--- src/footstep_successor_pose_defines.svh ---
// Assertion macros shared by the footstep successor block.
`ifndef FOOTSTEP_SUCCESSOR_POSE_DEFINES_SVH
`define FOOTSTEP_SUCCESSOR_POSE_DEFINES_SVH

// Implication checked at every clock edge outside reset.
`define FSP_ASSERT_IMP(lbl, ante, cons) \
    lbl: assert property (@(posedge aclk) disable iff (!aresetn) (ante) |-> (cons)) \
        else $error("fsp assertion failed");

// Condition that must hold in the cycle after reset is sampled asserted.
`define FSP_ASSERT_AFTER_RST(lbl, cons) \
    lbl: assert property (@(posedge aclk) (!aresetn) |=> (cons)) \
        else $error("fsp reset assertion failed");

`endif

--- src/fsp_pkg.sv ---
package fsp_pkg;

    // Default sizes of the block.
    localparam int POS_WIDTH_DEF     = 24;
    localparam int ANGLE_WIDTH_DEF   = 16;
    localparam int CORDIC_STAGES_DEF = 16;

    // Fixed formats: Q0.16 offsets, Q30 rotation vector, 32-bit angle with a guard bit.
    localparam int OFS_WIDTH = 16;
    localparam int CW        = 34;
    localparam int ZW        = 33;

    // Gain-compensated start value of the rotation, 0.6072529350 in Q30.
    localparam logic signed [CW-1:0] KINV_Q30 = 34'sd652032875;

    // Distance limit after reset: 0.10 m in Q8.16.
    localparam int NEAR_DIST_RST = 6554;

    // Configuration register indexes.
    typedef enum logic [2:0] {
        REG_GOAL_X,
        REG_GOAL_Y,
        REG_GOAL_HEADING,
        REG_NEAR_DISTANCE,
        REG_NEAR_ANGLE
    } cfg_reg_t;

    // Pipeline control handed to every cell.
    typedef struct packed {
        logic en;
        logic valid;
    } cell_ctl_t;

    // Arctangent of 2^-i in units of 2^-32 turn.
    function automatic logic signed [ZW-1:0] atan_q32(input int i);
        logic signed [ZW-1:0] a;
        case (i)
            0:  a = 33'sd536870912;
            1:  a = 33'sd316933406;
            2:  a = 33'sd167458907;
            3:  a = 33'sd85004756;
            4:  a = 33'sd42667331;
            5:  a = 33'sd21354465;
            6:  a = 33'sd10679838;
            7:  a = 33'sd5340245;
            8:  a = 33'sd2670163;
            9:  a = 33'sd1335087;
            10: a = 33'sd667544;
            11: a = 33'sd333772;
            12: a = 33'sd166886;
            13: a = 33'sd83443;
            14: a = 33'sd41721;
            15: a = 33'sd20860;
            16: a = 33'sd10430;
            17: a = 33'sd5215;
            18: a = 33'sd2607;
            19: a = 33'sd1303;
            20: a = 33'sd651;
            21: a = 33'sd325;
            22: a = 33'sd162;
            23: a = 33'sd81;
            default: a = '0;
        endcase
        return a;
    endfunction

endpackage

--- src/fsp_sqrt_cell.sv ---
module fsp_sqrt_cell #(
    parameter int BIT_IDX = 0,
    parameter int VW      = 52,
    parameter int SIDE_W  = 1
) (
    input  logic               aclk,
    input  logic               aresetn,
    input  fsp_pkg::cell_ctl_t ctl,
    input  logic [VW-1:0]      v_i [2],
    input  logic [VW-1:0]      r_i [2],
    input  logic [SIDE_W-1:0]  side_i,
    output logic [VW-1:0]      v_o [2],
    output logic [VW-1:0]      r_o [2],
    output logic [SIDE_W-1:0]  side_o,
    output logic               valid_o
);
    import fsp_pkg::*;

    localparam logic [VW-1:0] BIT_VAL = VW'(1) << (2 * BIT_IDX);

    logic [VW-1:0]     v_reg [2];
    logic [VW-1:0]     v_next [2];
    logic [VW-1:0]     r_reg [2];
    logic [VW-1:0]     r_next [2];
    logic [SIDE_W-1:0] side_reg;
    logic              valid_reg;

    // One result bit per lane: trial subtract of the partial root plus the bit weight.
    always_comb begin
        for (int l = 0; l < 2; l++) begin
            if (v_i[l] >= r_i[l] + BIT_VAL) begin
                v_next[l] = v_i[l] - (r_i[l] + BIT_VAL);
                r_next[l] = (r_i[l] >> 1) + BIT_VAL;
            end else begin
                v_next[l] = v_i[l];
                r_next[l] = r_i[l] >> 1;
            end
        end
    end

    always_ff @(posedge aclk) begin
        if (!aresetn) begin
            valid_reg <= 1'b0;
        end else if (ctl.en) begin
            valid_reg <= ctl.valid;
        end
    end

    always_ff @(posedge aclk) begin
        if (ctl.en) begin
            v_reg    <= v_next;
            r_reg    <= r_next;
            side_reg <= side_i;
        end
    end

    assign v_o     = v_reg;
    assign r_o     = r_reg;
    assign side_o  = side_reg;
    assign valid_o = valid_reg;
endmodule

--- config.mk ---
export PLATFORM = sky130hd
export DESIGN_NAME = fsp_sqrt_cell
export DESIGN_NICKNAME = d
export VERILOG_FILES = /design/src/footstep_successor_pose_defines.svh /design/src/fsp_pkg.sv /design/src/fsp_sqrt_cell.sv
export SDC_FILE = /design/constraint.sdc
export NUM_CORES = 1
export LEC_CHECK = 0
export ABC_CLOCK_PERIOD_IN_PS = 5100
export BUFFER_PORTS_ARGS = -buffer_cell sky130_fd_sc_hd__buf_4
export CAP_MARGIN = 20
export CELL_PAD_IN_SITES_DETAIL_PLACEMENT = 0
export CELL_PAD_IN_SITES_GLOBAL_PLACEMENT = 2
export CORE_ASPECT_RATIO = 0.7
export CORE_UTILIZATION = 30
export CTS_BUF_LIST = sky130_fd_sc_hd__clkbuf_8
export DETAILED_ROUTE_END_ITERATION = 8
export PLACE_DENSITY = 0.86
export SETUP_SLACK_MARGIN = 0.05
export SLEW_MARGIN = 20
export SYNTH_ARGS = -nofsm -noshare
export SYNTH_HDL_FRONTEND = slang
export SYNTH_SLANG_ARGS = --single-unit
--- constraint.sdc ---
create_clock -name aclk -period 5.1 [get_ports aclk]
set_clock_uncertainty 0.2 [all_clocks]
set_input_delay 0.765 -clock aclk [delete_from_list [all_inputs] [get_ports aclk]]
set_output_delay 0.765 -clock aclk [all_outputs]
set_load 0.05 [all_outputs]
==> impl_metrics.toml <==
[cts]
cts_tree = "done"
ctsHtreeMaxLevel = 2
ctsHoldBuffers = 0
cts_max_path_buffers = 3
clock-sinks = 210
ctsRootBufferMaster = "clkbuf_8"
clk_pin_slew_ns = 0.06
clock_latency_ns = 0.58
numCtsBuffers = 38

[global_route]
grt_pass1_vias = 18500
grt_pass1_wl_mm = 115
antenna_found_initial = 5
overflow = 0
grt_max_degree = 103
grt_usage_pct = 25.9

[synthesis]
syn_area_sq_um = 17500
synth_edf_count = 209
ys_ff_latch = 210
syn_nets = 2298
ys_types = 80
synth_top_cell_area_share_pct = 35.9
ys_seq_area_share_pct = 36.0
yosys_most_used_dff = "edfxtp_1"
syn_avg_cell_area_sq_um = 8.85
syn-instance-count = 1975
synth_area_leader_cell = "edfxtp_1"
ys_warn_count = 0
async_flop_share_pct = 0
synth_area_leaders = "edfxtp_1, ha_1, xnor2_1, xor2_1, nand2_1"

[drt]
totalWireLength_mm = 80.2
vias = 19200
wire_per_inst_um = 21.5
drtIter0Drc = 1603
antenna_left = 0
drc = 0
avgViaCountPerCell = 5.17
dr.pass1.iters = 7

[floorplan]
core.rowCount = 73
dieWidth_um = 290
start_util_pct = 30.6
dieHeight_um = 204
core_sq_um = 57200
dieArea_sq_um = 59200
io_pins = 423

[sta]
setup_viol_count_final = 0
fin_ws_ns = 0.105
max_slew_margin_pct = 20.8
drv_slew = 0
timing.fmax_ghz = 0.200
rsz0062_at_grt = "yes"
worst_pin_slew_ns = 1.18
fin_crit_ns = 4.99
finalHoldViolCount = 0
fin_crit_sh_pct = 97.9
finalSetupTns_ns = 0

[power]
ir_drop_mv = 0.157
finalPower_w = 0.00699
p_leak_nw = 11.9
powerDensity_nw_per_um2 = 256

[cells_and_area]
layout.cells.non_filler = 3723
multi_input_area_sq_um = 11200
layout_commonest_cell = "buf_4"
syn2layout_area_growth_pct = 56.3
fin_nets = 3266
drive_gt1_share_pct = 41.4
final_cell_mix = "buf_4, nand2_1, edfxtp_1, nor2_1, xnor2_1"
register_area_sq_um = 6300
finalInstanceArea_sq_um = 27300
nFillCells = 5511

[placed_design]
preCtsSetupSlack_ns = -1.00
gp_congestion = 0.992
portBuffers = 422
dpl.cell_count = 3627
postPlaceCellArea_sq_um = 25600
hpwl_mm = 66.6

[setup_path]
cp-end-kind = "flop"
start_kind = "input pin"
required_ns = 5.24
critPathKind = "input pin to flop"
cp.arrival_ns = 5.14
worst-path-max-fanout = 7

[hold_path]
min_path_type = "input pin to flop"

[status]
status = "completed"

[flow_run]
maxCapViolations = 0
flip-flops by register name, summed over array words and instances, names as in the netlist:
name	flops
r_o	104
side_o	1
v_o	104
valid_o	1
metal layers:
| metal | global-route usage, % | vias to the layer above | routed length (um) |
|---|---|---|---|
| li1 | - | 9069 | - |
| met4 | 5.46 | 4 | 1300 |
| met3 | 7.39 | 81 | 8160 |
| met1 | 39.2 | 9293 | 38900 |
| met5 | 0 | - | 35 |
| met2 | 35.6 | 801 | 31800 |
timing repair:
action | in CTS | in global routing
resized for setup | 24 | 119
endpoints found under the setup margin | 99 | 204
setup buffers | 9 | 16
gates cloned | 0 | 2
pin swaps | 5 | 40
per-stage QoR:
stage | hold slack [ns] | util [%]
after floorplan | 0.543 | -
after global placement | 0.301 | 44.8
after detailed placement | 0.353 | 44.8
after CTS | 0.0991 | 46.5
after global routing | 0.110 | 47.7
final | 0.153 | 47.7
cell families (layout without fill, tap and decap cells):
logic type | after synthesis | count (layout) | share of synthesized area (%)
xor gates and xnor gates | 294 | 294 | 14.7
muxes | 10 | 10 | 0.630
other | 0 | 3 | 0
and+or+nand+nor | 752 | 752 | 20.8
buffers and inverters | 144 | 1139 | 3.68
AOI/OAI and AO/OA | 455 | 455 | 16.2
adders and majority gates | 110 | 110 | 7.96
DFF | 210 | 210 | 36.0
final cells by class:
type / instances / area share [%]
multi-input cells: 1621 / 41.2
well taps: 750 / 3.44
repair buffers: 1021 / 28.9
clock inverters: 29 / 0.747
clock buffers: 38 / 1.92
diodes: 3 / 0.0275
inverters: 51 / 0.701
flip-flops and latches: 210 / 23.1
power breakdown:
part / switching, W / total (W) / internal (W)
registers: 0.0000787 / 0.00223 / 0.00215
logic: 0.00191 / 0.00312 / 0.00122
clock network: 0.000792 / 0.00164 / 0.000850
critical path: stages:
cell and delay [ns]:
buf_8 0.08, ha_4 0.13, buf_12 0.11, and3_4 0.18, and3_4 0.20, nand3_4 0.08
nor4_4 0.16, and3_4 0.29, buf_6 0.12, and2_4 0.17, nand2_4 0.09, buf_6 0.15
nor2_4 0.11, xnor2_2 0.08, ha_1 0.32, nand4_2 0.14, nor4_4 0.18, and2_4 0.21
nand4_1 0.11, nand2_2 0.15, a41oi_4 0.20, or2_4 0.32, buf_6 0.11, or4b_4 0.51
xnor2_2 0.14
Yosys cell counts (all sizes together), types with 6 or more instances:
master  number
xnor2      151
mux2         8
nor2b       14
a21oi      133
a211oi       9
and2        14
clkbuf      53
and4         6
a31oi       11
xor2       143
nor2       168
nand4       72
nand3       74
o31ai       10
ha         108
and3        32
nand2b      26
buf         40
o21bai      27
or3          8
nor3        39
nor4        24
edfxtp     209
a21o        51
o21a         9
inv         51
o21ai      158
a21boi       6
nand2      262
path summary, 6_finish.rpt:
kind / startpoint / end / slack [ns] / cells after the start
min reg2reg: valid_o$_SDFFE_PN0P_ / valid_o$_SDFFE_PN0P_ / 0.35 / 2
min: side_i / side_o$_DFFE_PP_ / 0.15 / 1
max: r_i[53] / r_o[87]$_DFFE_PP_ / 0.11 / 25
max reg2reg: valid_o$_SDFFE_PN0P_ / valid_o$_SDFFE_PN0P_ / 4.28 / 2
Power figures use the tool's default switching activity.
