<file path="src/footstep_successor_pose_defines.svh">
// Assertion macros shared by the footstep successor block.
`ifndef FOOTSTEP_SUCCESSOR_POSE_DEFINES_SVH
`define FOOTSTEP_SUCCESSOR_POSE_DEFINES_SVH

// Implication checked at every clock edge outside reset.
`define FSP_ASSERT_IMP(lbl, ante, cons) \
    lbl: assert property (@(posedge aclk) disable iff (!aresetn) (ante) |-> (cons)) \
        else $error("fsp assertion failed");

// Condition that must hold in the cycle after reset is sampled asserted.
`define FSP_ASSERT_AFTER_RST(lbl, cons) \
    lbl: assert property (@(posedge aclk) (!aresetn) |=> (cons)) \
        else $error("fsp reset assertion failed");

`endif

</file>
<file path="src/fsp_pkg.sv">
package fsp_pkg;

    // Default sizes of the block.
    localparam int POS_WIDTH_DEF     = 24;
    localparam int ANGLE_WIDTH_DEF   = 16;
    localparam int CORDIC_STAGES_DEF = 16;

    // Fixed formats: Q0.16 offsets, Q30 rotation vector, 32-bit angle with a guard bit.
    localparam int OFS_WIDTH = 16;
    localparam int CW        = 34;
    localparam int ZW        = 33;

    // Gain-compensated start value of the rotation, 0.6072529350 in Q30.
    localparam logic signed [CW-1:0] KINV_Q30 = 34'sd652032875;

    // Distance limit after reset: 0.10 m in Q8.16.
    localparam int NEAR_DIST_RST = 6554;

    // Configuration register indexes.
    typedef enum logic [2:0] {
        REG_GOAL_X,
        REG_GOAL_Y,
        REG_GOAL_HEADING,
        REG_NEAR_DISTANCE,
        REG_NEAR_ANGLE
    } cfg_reg_t;

    // Pipeline control handed to every cell.
    typedef struct packed {
        logic en;
        logic valid;
    } cell_ctl_t;

    // Arctangent of 2^-i in units of 2^-32 turn.
    function automatic logic signed [ZW-1:0] atan_q32(input int i);
        logic signed [ZW-1:0] a;
        case (i)
            0:  a = 33'sd536870912;
            1:  a = 33'sd316933406;
            2:  a = 33'sd167458907;
            3:  a = 33'sd85004756;
            4:  a = 33'sd42667331;
            5:  a = 33'sd21354465;
            6:  a = 33'sd10679838;
            7:  a = 33'sd5340245;
            8:  a = 33'sd2670163;
            9:  a = 33'sd1335087;
            10: a = 33'sd667544;
            11: a = 33'sd333772;
            12: a = 33'sd166886;
            13: a = 33'sd83443;
            14: a = 33'sd41721;
            15: a = 33'sd20860;
            16: a = 33'sd10430;
            17: a = 33'sd5215;
            18: a = 33'sd2607;
            19: a = 33'sd1303;
            20: a = 33'sd651;
            21: a = 33'sd325;
            22: a = 33'sd162;
            23: a = 33'sd81;
            default: a = '0;
        endcase
        return a;
    endfunction

endpackage

</file>
<file path="src/fsp_cordic_cell.sv">
module fsp_cordic_cell #(
    parameter int STAGE  = 0,
    parameter int SIDE_W = 1
) (
    input  logic                              aclk,
    input  logic                              aresetn,
    input  fsp_pkg::cell_ctl_t                ctl,
    input  logic signed [fsp_pkg::CW-1:0]     x_i,
    input  logic signed [fsp_pkg::CW-1:0]     y_i,
    input  logic signed [fsp_pkg::ZW-1:0]     z_i,
    input  logic        [SIDE_W-1:0]          side_i,
    output logic signed [fsp_pkg::CW-1:0]     x_o,
    output logic signed [fsp_pkg::CW-1:0]     y_o,
    output logic signed [fsp_pkg::ZW-1:0]     z_o,
    output logic        [SIDE_W-1:0]          side_o,
    output logic                              valid_o
);
    import fsp_pkg::*;

    logic signed [CW-1:0] x_reg, x_next, y_reg, y_next;
    logic signed [ZW-1:0] z_reg, z_next;
    logic [SIDE_W-1:0]    side_reg;
    logic                 valid_reg;

    // One micro-rotation toward zero residual angle.
    always_comb begin
        if (!z_i[ZW-1]) begin
            x_next = x_i - (y_i >>> STAGE);
            y_next = y_i + (x_i >>> STAGE);
            z_next = z_i - atan_q32(STAGE);
        end else begin
            x_next = x_i + (y_i >>> STAGE);
            y_next = y_i - (x_i >>> STAGE);
            z_next = z_i + atan_q32(STAGE);
        end
    end

    always_ff @(posedge aclk) begin
        if (!aresetn) begin
            valid_reg <= 1'b0;
        end else if (ctl.en) begin
            valid_reg <= ctl.valid;
        end
    end

    always_ff @(posedge aclk) begin
        if (ctl.en) begin
            x_reg    <= x_next;
            y_reg    <= y_next;
            z_reg    <= z_next;
            side_reg <= side_i;
        end
    end

    assign x_o     = x_reg;
    assign y_o     = y_reg;
    assign z_o     = z_reg;
    assign side_o  = side_reg;
    assign valid_o = valid_reg;
endmodule

</file>
<file path="config.mk">
export PLATFORM = sky130hd
export DESIGN_NAME = fsp_cordic_cell
export DESIGN_NICKNAME = d
export VERILOG_FILES = /design/src/footstep_successor_pose_defines.svh /design/src/fsp_pkg.sv /design/src/fsp_cordic_cell.sv
export SDC_FILE = /design/constraint.sdc
export NUM_CORES = 1
export LEC_CHECK = 0
export ABC_AREA = 1
export BUFFER_PORTS_ARGS = -buffer_cell sky130_fd_sc_hd__buf_2
export CELL_PAD_IN_SITES_DETAIL_PLACEMENT = 2
export CELL_PAD_IN_SITES_GLOBAL_PLACEMENT = 2
export CORE_ASPECT_RATIO = 2
export CORE_MARGIN = 5
export CORE_UTILIZATION = 31
export CTS_CLUSTER_DIAMETER = 120
export DETAILED_ROUTE_END_ITERATION = 10
export HOLD_SLACK_MARGIN = 0.06
export PLACE_DENSITY = 0.85
export SYNTH_ARGS = -nofsm -noshare
export SYNTH_HDL_FRONTEND = slang
export SYNTH_SLANG_ARGS = --single-unit
</file>
<file path="constraint.sdc">
create_clock -name aclk -period 2.46 [get_ports aclk]
set_clock_uncertainty 0.05 [all_clocks]
set_input_delay 0.492 -clock aclk [delete_from_list [all_inputs] [get_ports aclk]]
set_output_delay 0.492 -clock aclk [all_outputs]
set_load 0.1 [all_outputs]
</file>
==> results of run 1 <==
-- final cells by class --
type                    instances  share of cell area
repair buffers                550               0.242
clock buffers                   9              0.0149
clock inverters                 7             0.00573
flip-flops and latches        102               0.202
inverters                     218              0.0543
well taps                     436              0.0362
multi-input cells            1155               0.444
-- flip-flops by register name, summed over array words and instances, names as in the netlist --
signal   flops
x_o         34
y_o         33
z_o         33
side_o       1
valid_o      1
-- worst max-delay path, cell delays in order --
cell and delay, ns:
buf_2 0.10, inv_1 0.08, ha_1 0.37, buf_6 0.19, nor3_2 0.27, nand2_1 0.13
nand2_2 0.16, nand2_1 0.11, nand2_1 0.20, nand2_1 0.14, nand2_1 0.14, nand2_1 0.13
nand3_1 0.11, nand2_1 0.16
-- logic make-up after synthesis --
group	after synthesis	synth area share
adder cells (fa/ha/maj)	106	0.130
AO/OA/AOI/OAI	281	0.149
AND/OR/NAND/NOR	744	0.302
flip-flops	102	0.292
buffers and inverters	263	0.106
multiplexers	1	0.000958
XOR/XNOR	23	0.0193
-- layer usage --
layer / part of all wire / GRT usage / vias up
met5: 0.00018 / 0 / -
met4: 0.11 / 0.265 / 2
met3: 0.038 / 0.0332 / 428
met2: 0.53 / 0.641 / 771
met1: 0.32 / 0.279 / 7026
li1: - / - / 5996
-- final timing paths --
check            end  depth (start not counted)     from  slack, ns
min reg2reg  valid_o                          2  valid_o       0.58
max          x_o[26]                         14   x_i[5]      -0.28
min           z_o[1]                          1   z_i[1]       0.21
max reg2reg  valid_o                          2  valid_o       1.70
-- metrics by stage --
stage,setup slack [ns],cell area (sq um),TNS (ns)
floorplan,0.199,10400,0
global placement,-0.338,14300,-12.04
detailed placement,-0.605,14300,-22.34
CTS,-0.0254,14700,-0.0254
global route,-0.288,15100,-7.25
finish,-0.276,15100,-4.85
-- synth_stat cells (all sizes together) (2+ instances only) --
cell and count:
nand2 409, inv 217, nor2 149, nand3 142, a21oi 130, o21ai 104
ha 102, edfxtp 101, buf 39, xor2 23, nor3 18, a21o 12
nand4 11, o21bai 10, o22ai 9, or2 9, clkbuf 6, o211ai 5
fa 4, o21a 4, nand3b 3, o31ai 3, a31oi 2, nor4 2
-- report_power, final --
| group | switching [uW] | total (uW) | internal, uW |
|---|---|---|---|
| sequential | 94.8 | 2280 | 2180 |
| combinational | 3880 | 5300 | 1420 |
| clock | 891 | 1620 | 733 |
| total | 4860 | 9210 | 4340 |
-- timing repair --
action | 4_1_cts | 5_1_grt
endpoints found under the setup margin | 24 | 47
setup buffers | 1 | 1
resized for setup | 26 | 96
pin swaps | 1 | 9
==> flow_summary_export.csv, run 1 <==
group,metric,value,unit
synth,yosys-top-cells-area,"edfxtp_1 (29%), nand2_1 (14%), ha_1 (12%), inv_1 (7.5%), nand3_1 (6.6%)",
drt,drcViolationCount,0,
synth,ys_warn_count,0,
grt,grt_overflow,0,
timing,hold_violations,0,
layout,drive_gt1_frac,0.353,
drt,drt_pass1_iterations,5,
placed_design,dp_cells,2459,
synth,avgSynthCellArea,6.87,sq um
clock_network,cts_sinks,102,
clock_network,cts_tree,"built",
die,start_util,0.312,
drt,wirelength,74.0,mm
synth,synth_top_area_frac,0.290,
placed_design,routabilityCongestion,0.962,
drt,drt-initial-drc-count,856,
timing,fmaxAchievable,0.366,GHz
timing,setup_slack,-0.276,ns
drt,vias,14200,
power_and_ir_drop,finalPower,9210,uW
synth,synth_top_area_cell,"edfxtp_1",
setup_path,crit_type,"in -> reg",
drt,wl_per_cell,29.9,um
layout,n_antenna_cell,0,
layout,regArea,0.00305,sq mm
placed_design,portBuffers,208,
timing,rsz0062_at_grt,"true",
grt,grt_usage,0.323,
drt,postRouteAntennaNets,0,
layout,instances_no_fill,2477,
layout,multi_input_area,0.00670,sq mm
synth,seq_area_frac_synth,0.292,
setup_path,critPathLaunchType,"input pin",
die,die_h,270,um
power_and_ir_drop,peakVddDrop,0.663,mV
timing,tightest_slew,0.926,ns
grt,grt_max_degree,72,
timing,whs,0.212,ns
status,violations,"negative setup slack",
grt,grt_pass1_vias,15600,
die,die_w,140,um
die,ioPinCount,209,
timing,min_period,2.74,ns
power_and_ir_drop,p_leak,0.00765,uW
clock_network,root_buffer,"clkbuf_16",
placed_design,dpl.hpwl,52.7,mm
layout,fill_cells,3988,
timing,finalCritPeriodShare,1.11,
synth,synth_edf_count,101,
clock_network,cts_buffers,9,
layout,layout_commonest_cell,"nand2_1",
synth,synth_nets,1732,
synth,ys_types,44,
timing,slew_viol_final,0,
power_and_ir_drop,p_per_area,611,mW/mm^2
timing,slew_headroom,0.383,
layout,nets,2248,
synth,synthCells,1520,
synth,async_flop_share,0,
clock_network,cts_hold_buf,0,
setup_path,worstPathRequired,2.52,ns
clock_network,clk_path_buf_depth,2,
synth,yosys_most_used_dff,"edfxtp_1",
job,drv_cap,0,
layout,syn_to_final_growth,44.3,%
synth,synth-seq-cells,102,
timing,report.final.setup_viol,45,
clock_network,clock_latency,0.39,ns
clock_network,cts.clk_slew.worst_paths,0.09,ns
grt,antenna_found_initial,1,
status,status,"finished, violations left",
synth,synthesis.area,0.0104,sq mm
drt,vias_per_cell,5.74,
hold_path,hold_class,"in -> reg",
setup_path,cp_max_fo,9,
layout,fin_util,0.450,
grt,grt_pass1_wl,92.5,mm
die,fp.dieArea,0.0377,sq mm
die,rows,95,
die,core_area,0.0335,sq mm
layout,mostFrequentLayoutCells,"nand2_1 (376), buf_4 (339), inv_1 (208)",
clock_network,htree_levels,3,
setup_path,cp.arrival,2.80,ns
setup_path,endpoint_kind,"flop",
(Power assumes the default switching activity.)
==> run 2, diff against run 1 <==
Settings changed: SETUP_SLACK_MARGIN set to 0.2.
==> flow_summary_export.csv, run 2 <==
group,metric,value,unit
status,status,"did not finish",
status,failing_step,"global routing (5_1_grt)",
status,error,"[ERROR GRT-0232] Routing congestion too high. Check the congestion heatmap in the GUI.",
synth,synth_top_area_cell,"edfxtp_1",
synth,yosys_most_used_dff,"edfxtp_1",
synth,async_flop_share,0,
clock_network,cts_hold_buf,0,
clock_network,root_buffer,"clkbuf_16",
clock_network,cts_sinks,102,
synth,synth_nets,1732,
die,die_w,140,um
grt,antenna_found_initial,6,
clock_network,cts_buffers,9,
placed_design,postPlaceCellArea,0.0146,sq mm
placed_design,routabilityCongestion,0.960,
synth,synth_compound_area_frac,0.149,
synth,synthTopCellsByCount,"nand2_1 (399), inv_1 (208), nor2_1 (140), nand3_1 (138), a21oi_1 (122)",
timing,worst-ep-kind,"register data pin",
placed_design,portBuffers,208,
synth,ys_warn_count,0,
synth,synthAdderAreaFrac,0.130,
synth,synth-seq-cells,102,
synth,avgSynthCellArea,6.87,sq um
synth,synth_top_family_by_area,"simple AND/OR/NAND/NOR gates",
placed_design,place_ws,-0.634,ns
placed_design,dp_cells,2489,
grt,grt_max_degree,63,
clock_network,clk_path_buf_depth,2,
grt,grt_overflow,265,
synth,yosysMostFrequentCell,"nand2_1",
die,start_util,0.312,
synth,synth_top_area_frac,0.290,
synth,ys_types,44,
die,ioPinCount,209,
synth,synth_edf_count,101,
synth,yosys-top-cells-area,"edfxtp_1 (29%), nand2_1 (14%), ha_1 (12%), inv_1 (7.5%), nand3_1 (6.6%)",
clock_network,htree_levels,3,
timing,postGrtWorstEndpoint,"x_o[27]$_DFFE_PP_/D",
synth,synth_xor_area_frac,0.0193,
synth,synth_mux_area_frac,0.000958,
die,rows,95,
die,die_h,270,um
synth,synth-simple-area-share,0.302,
synth,synthesis.area,0.0104,sq mm
grt,grt_usage,0.753,
synth,synthCells,1520,
synth,seq_area_frac_synth,0.292,
placed_design,dpl.hpwl,54.8,mm
[run 2: cell counts after synthesis]
Identical to the previous run, type by type.
[run 2: logic make-up after synthesis]
kind of cell | Yosys count
AOI/OAI and AO/OA | 281
xor gates and xnor gates | 23
adders and majority gates | 106
buffers and inverters | 263
DFF | 102
muxes | 1
and+or+nand+nor | 744
[run 2: per-stage QoR]
stage | hold slack (ns) | util
2_1_floorplan | 0.535 | -
3_3_place_gp | 0.470 | 0.435
3_5_place_dp | 0.507 | 0.435
4_1_cts | 0.208 | 0.470
[run 2: what timing repair did]
item | 4_1_cts
setup buffers | 9
setup endpoints to repair | 56
resized for setup | 205
pin swaps | 20
[run 2: per-layer routing]
layer	global-route usage	GRT overflow
met5	0.178	0
met4	0.823	100
met3	0.587	2
met2	0.943	163
met1	0.711	0
==> run 3, diff against run 2 <==
Settings changed: CELL_PAD_IN_SITES_DETAIL_PLACEMENT 2 to not set, CELL_PAD_IN_SITES_GLOBAL_PLACEMENT 2 to not set, CORE_ASPECT_RATIO 2 to not set, CORE_UTILIZATION 31 to 35, CTS_CLUSTER_DIAMETER 120 to not set, HOLD_SLACK_MARGIN 0.06 to not set, PLACE_DENSITY 0.85 to not set, PLACE_DENSITY_LB_ADDON set to 0.15, SETUP_SLACK_MARGIN 0.2 to not set.
==> flow_summary_export.csv, run 3 (synthesis gave the netlist of run 1 again) <==
group,metric,value,unit
timing,tightest_slew,0.504,ns
placed_design,dpl.hpwl,33.8,mm
die,fp.dieArea,0.0334,sq mm
setup_path,timing.rr.start,"valid_o",
timing,hold_violations,0,
clock_network,cts.clk_slew.worst_paths,0.07,ns
layout,drive_gt1_frac,0.302,
clock_network,root_buffer,"clkbuf_16",
setup_path,rrSetupSlack,1.76,ns
layout,fill_cells,3054,
layout,mostFrequentLayoutCells,"nand2_1 (396), buf_4 (295), inv_1 (208)",
setup_path,cp.arrival,2.40,ns
setup_path,r2r_cells,2,
die,ioPinCount,209,
drt,drt_pass1_iterations,5,
grt,antenna_found_initial,0,
drt,postRouteAntennaNets,0,
clock_network,postCtsSetupRepairBufs,0,
timing,slew_viol_final,0,
grt,grt_pass1_vias,11600,
power_and_ir_drop,p_leak,0.00744,uW
placed_design,place_ws,-0.343,ns
layout,stdcell_area,0.0144,sq mm
power_and_ir_drop,p_per_area,572,mW/mm^2
placed_design,postPlaceCellArea,0.0140,sq mm
timing,whs,0.252,ns
layout,nets,2205,
grt,grt_usage,0.233,
drt,wirelength,39.5,mm
setup_path,endpoint_kind,"flop",
power_and_ir_drop,internal_power,4260,uW
power_and_ir_drop,switchingPower,3950,uW
timing,min_period,2.35,ns
grt,use_met1,0.332,
setup_path,worstPathRequired,2.51,ns
clock_network,clk_path_buf_depth,2,
clock_network,cts_buffers,9,
die,die_w,183,um
drt,drt-initial-drc-count,676,
timing,report.final.setup_viol,0,
power_and_ir_drop,sw_frac_of_total,0.481,
clock_network,cts_sinks,102,
grt,busiest_layer,"met2",
setup_path,timing.rr.end,"valid_o",
hold_path,hold_class,"in -> reg",
timing,fmaxAchievable,0.426,GHz
setup_path,crit_type,"in -> reg",
clock_network,cts_resized,0,
grt,grt_pass1_wl,61.7,mm
clock_network,htree_levels,3,
setup_path,cp_max_fo,7,
drt,wl_per_cell,16.5,um
die,start_util,0.353,
layout,instances_no_fill,2388,
drt,vias_per_cell,4.88,
setup_path,critPathLaunchType,"input pin",
status,status,"complete, no violations",
timing,slew_headroom,0.666,
layout,syn_to_final_growth,37.5,%
job,drv_cap,0,
grt,grt_max_degree,63,
clock_network,clock_latency,0.36,ns
die,rows,63,
placed_design,dp_cells,2372,
timing,finalCritPeriodShare,0.954,
grt,grt_overflow,0,
timing,setup_slack,0.113,ns
power_and_ir_drop,p_comb_frac,0.543,
power_and_ir_drop,clkPwrFrac,0.185,
power_and_ir_drop,pwr-share-seq,0.271,
hold_path,min_path_cells,1,
layout,largest_register_ffs,34,
drt,vias,11700,
power_and_ir_drop,peakVddDrop,0.338,mV
layout,n_antenna_cell,0,
hold_path,min-delay-start,"z_i[28]",
layout,regArea,0.00305,sq mm
grt,met3_usage,0.0272,
die,die_h,183,um
clock_network,cts_hold_buf,0,
placed_design,routabilityCongestion,0.956,
drt,drcViolationCount,0,
die,core_area,0.0296,sq mm
layout,layout_commonest_cell,"nand2_1",
clock_network,cts_tree,"built",
layout,multi_input_area,0.00636,sq mm
grt,use_met2,0.379,
placed_design,portBuffers,208,
hold_path,min_to,"z_o[28]",
[run 3: cell type report]
cell class | count | share of cell area
Tap cell | 390 | 0.0340
Inverter | 218 | 0.0569
Clock inverter | 6 | 0.00488
Multi-Input combinational cell | 1155 | 0.443
Timing Repair Buffer | 507 | 0.233
Sequential cell | 102 | 0.212
Clock buffer | 10 | 0.0159
[run 3: worst max path at each step]
stage	startpoint	end	slack (ns)
final	x_i[4]	y_o[21]	0.11
after global routing	x_i[1]	y_o[23]	-0.005
after CTS	x_i[0]	x_o[32]	0.06
after detailed placement	x_i[0]	x_o[32]	-0.34
after global placement	x_i[5]	y_o[14]	-0.35
after floorplan	x_i[0]	y_o[32]	0.20
[run 3: power groups by stage]
stage / registers (uW) / logic (uW) / clock network, uW
2_1_floorplan: 3800 / 1410 / 0
4_1_cts: 2230 / 4420 / 1580
6_report: 2230 / 4460 / 1520
5_1_grt: 2250 / 4770 / 1640
3_5_place_dp: 2270 / 4410 / 0
3_3_place_gp: 2260 / 4390 / 0
[run 3: worst max-delay path, stage by stage]
cell	delay, ns
buf_2	0.09
inv_1	0.04
ha_1	0.36
buf_12	0.17
buf_4	0.13
a21oi_2	0.15
o21ai_0	0.16
or2_1	0.27
nand2_1	0.07
nand2_1	0.12
nand2_1	0.11
nand3_1	0.07
nand3_1	0.10
nand2_1	0.09
[run 3: stage by stage]
stage | TNS, ns | util | power, uW
floorplan | 0 | - | 5220
global placement | -10.68 | 0.473 | 6650
detailed placement | -10.96 | 0.473 | 6680
CTS | 0 | 0.484 | 8240
global route | -0.00605 | 0.486 | 8670
finish | 0 | 0.486 | 8210
[run 3: per-layer routing]
layer | share of wire | vias up
li1 | - | 5924
met2 | 0.44 | 353
met1 | 0.48 | 5339
met5 | 0 | -
met3 | 0.057 | 39
met4 | 0.021 | 0
==> run 4, diff against run 3 <==
Settings changed: CORE_MARGIN 5 to 1.5, CORE_UTILIZATION 35 to 57.
==> flow_summary_export.csv, run 4 (synthesis gave the netlist of run 1 again) <==
group,metric,value,unit
status,status,"complete, no violations",
power_and_ir_drop,internal_power,4290,uW
grt,grt_overflow,0,
clock_network,postCtsSetupRepairBufs,0,
clock_network,cts_buffers,9,
timing,setup_slack,0.0399,ns
clock_network,cts_sinks,102,
layout,drive_gt1_frac,0.280,
power_and_ir_drop,p_per_area,597,mW/mm^2
layout,fin_util,0.765,
job,drv_cap,0,
clock_network,clk_path_buf_depth,2,
timing,hold_violations,0,
placed_design,routabilityCongestion,1.03,
clock_network,clock_latency,0.35,ns
grt,grt_usage,0.380,
clock_network,root_buffer,"clkbuf_16",
setup_path,critPathLaunchType,"input pin",
drt,drt_pass1_iterations,6,
clock_network,cts_tree,"built",
drt,vias_per_cell,5.66,
setup_path,critPathMaxStageDelay,0.41,ns
power_and_ir_drop,switchingPower,3910,uW
timing,fmaxAchievable,0.413,GHz
drt,postRouteAntennaNets,0,
power_and_ir_drop,p_comb_frac,0.533,
timing,tightest_slew,0.761,ns
grt,antenna_found_initial,0,
layout,fill_cells,1359,
timing,min_period,2.42,ns
layout,n_antenna_cell,0,
die,die_h,138,um
drt,vias,12300,
drt,wirelength,37.6,mm
grt,grt_max_degree,63,
layout,multi_input_area,0.00636,sq mm
drt,drt-initial-drc-count,1213,
die,ioPinCount,209,
drt,wl_per_cell,17.3,um
setup_path,cp_common_cell,"nand2_1",
die,die_w,138,um
layout,nets,2148,
setup_path,path_buf_inv,4,
setup_path,cpLargestDelayFamily,"simple AND/OR/NAND/NOR gates",
die,fp.dieArea,0.0192,sq mm
power_and_ir_drop,pwr-share-seq,0.273,
grt,grt_pass1_vias,11500,
setup_path,endpoint_kind,"flop",
power_and_ir_drop,p_leak,0.00716,uW
timing,finalCritPeriodShare,0.984,
layout,layout_commonest_cell,"nand2_1",
die,rows,49,
clock_network,cts.clk_slew.worst_paths,0.07,ns
placed_design,dpl.hpwl,30.8,mm
drt,drcViolationCount,0,
setup_path,path_cells,"buf_2 -> inv_1 -> ha_2 -> nand2_1 -> nor2_1 -> inv_2 -> nor2_1 -> a21oi_1 -> nand2_1 -> nand2_1 -> inv_1 -> o21ai_1 -> nand3_1 -> nand2_1",
layout,mostFrequentLayoutCells,"nand2_1 (397), buf_4 (240), inv_1 (208)",
hold_path,hold_class,"in -> reg",
timing,slew_viol_final,0,
placed_design,portBuffers,208,
setup_path,crit_slowest_cell,"ha_2",
power_and_ir_drop,sw_frac_of_total,0.477,
grt,grt_pass1_wl,57.3,mm
layout,syn_to_final_growth,31.5,%
timing,rsz0062_at_grt,"false",
power_and_ir_drop,clkPwrFrac,0.195,
timing,slew_headroom,0.493,
timing,report.final.setup_viol,0,
layout,largest_register_ffs,34,
clock_network,cts_resized,0,
power_and_ir_drop,peakVddDrop,0.554,mV
layout,regArea,0.00305,sq mm
die,start_util,0.582,
placed_design,place_ws,-0.360,ns
setup_path,crit_type,"in -> reg",
clock_network,cts_hold_buf,0,
setup_path,cp_max_fo,8,
clock_network,htree_levels,3,
setup_path,cp.arrival,2.48,ns
setup_path,worstPathRequired,2.52,ns
die,core_area,0.0180,sq mm
==> run 4: stage by stage <==
stage	total power [uW]	cells	setup TNS, ns	area (sq um)	hold slack, ns
3_3_place_gp	6410	2154	-6.65	13300	0.465
6_report	8200	2170	0	13700	0.254
4_1_cts	8090	2170	0	13700	0.252
5_1_grt	8490	2170	0	13700	0.244
3_5_place_dp	6500	2154	-10.33	13300	0.520
2_1_floorplan	5220	1520	0	10400	0.535
==> run 4: layout make-up <==
type / count / area share
Inverter: 218 / 0.0596
Clock inverter: 4 / 0.00565
Clock buffer: 12 / 0.0179
Tap cell: 229 / 0.0209
Multi-Input combinational cell: 1155 / 0.463
Sequential cell: 102 / 0.222
Timing Repair Buffer: 450 / 0.211
==> run 4: path summary, 6_finish.rpt <==
kind	start	end	slack [ns]	cells after the start
min reg2reg	valid_o	valid_o	0.55	2
max	x_i[10]	y_o[19]	0.04	14
min	z_i[0]	z_o[0]	0.25	1
max reg2reg	valid_o	valid_o	1.72	2
==> run 4: power groups by stage <==
stage | clock network (uW) | registers [uW] | logic (uW)
6_report | 1590 | 2240 | 4370
5_1_grt | 1650 | 2260 | 4590
4_1_cts | 1590 | 2240 | 4260
3_5_place_dp | 0 | 2280 | 4230
3_3_place_gp | 0 | 2260 | 4150
2_1_floorplan | 0 | 3800 | 1410
==> run 4: layer usage <==
metal  track usage  up-vias  part of all wire
li1              -     5809                 -
met3        0.0669      141              0.11
met4         0.161        0             0.044
met1         0.508     5505              0.40
met5             0        -                 0
met2         0.609      828              0.45
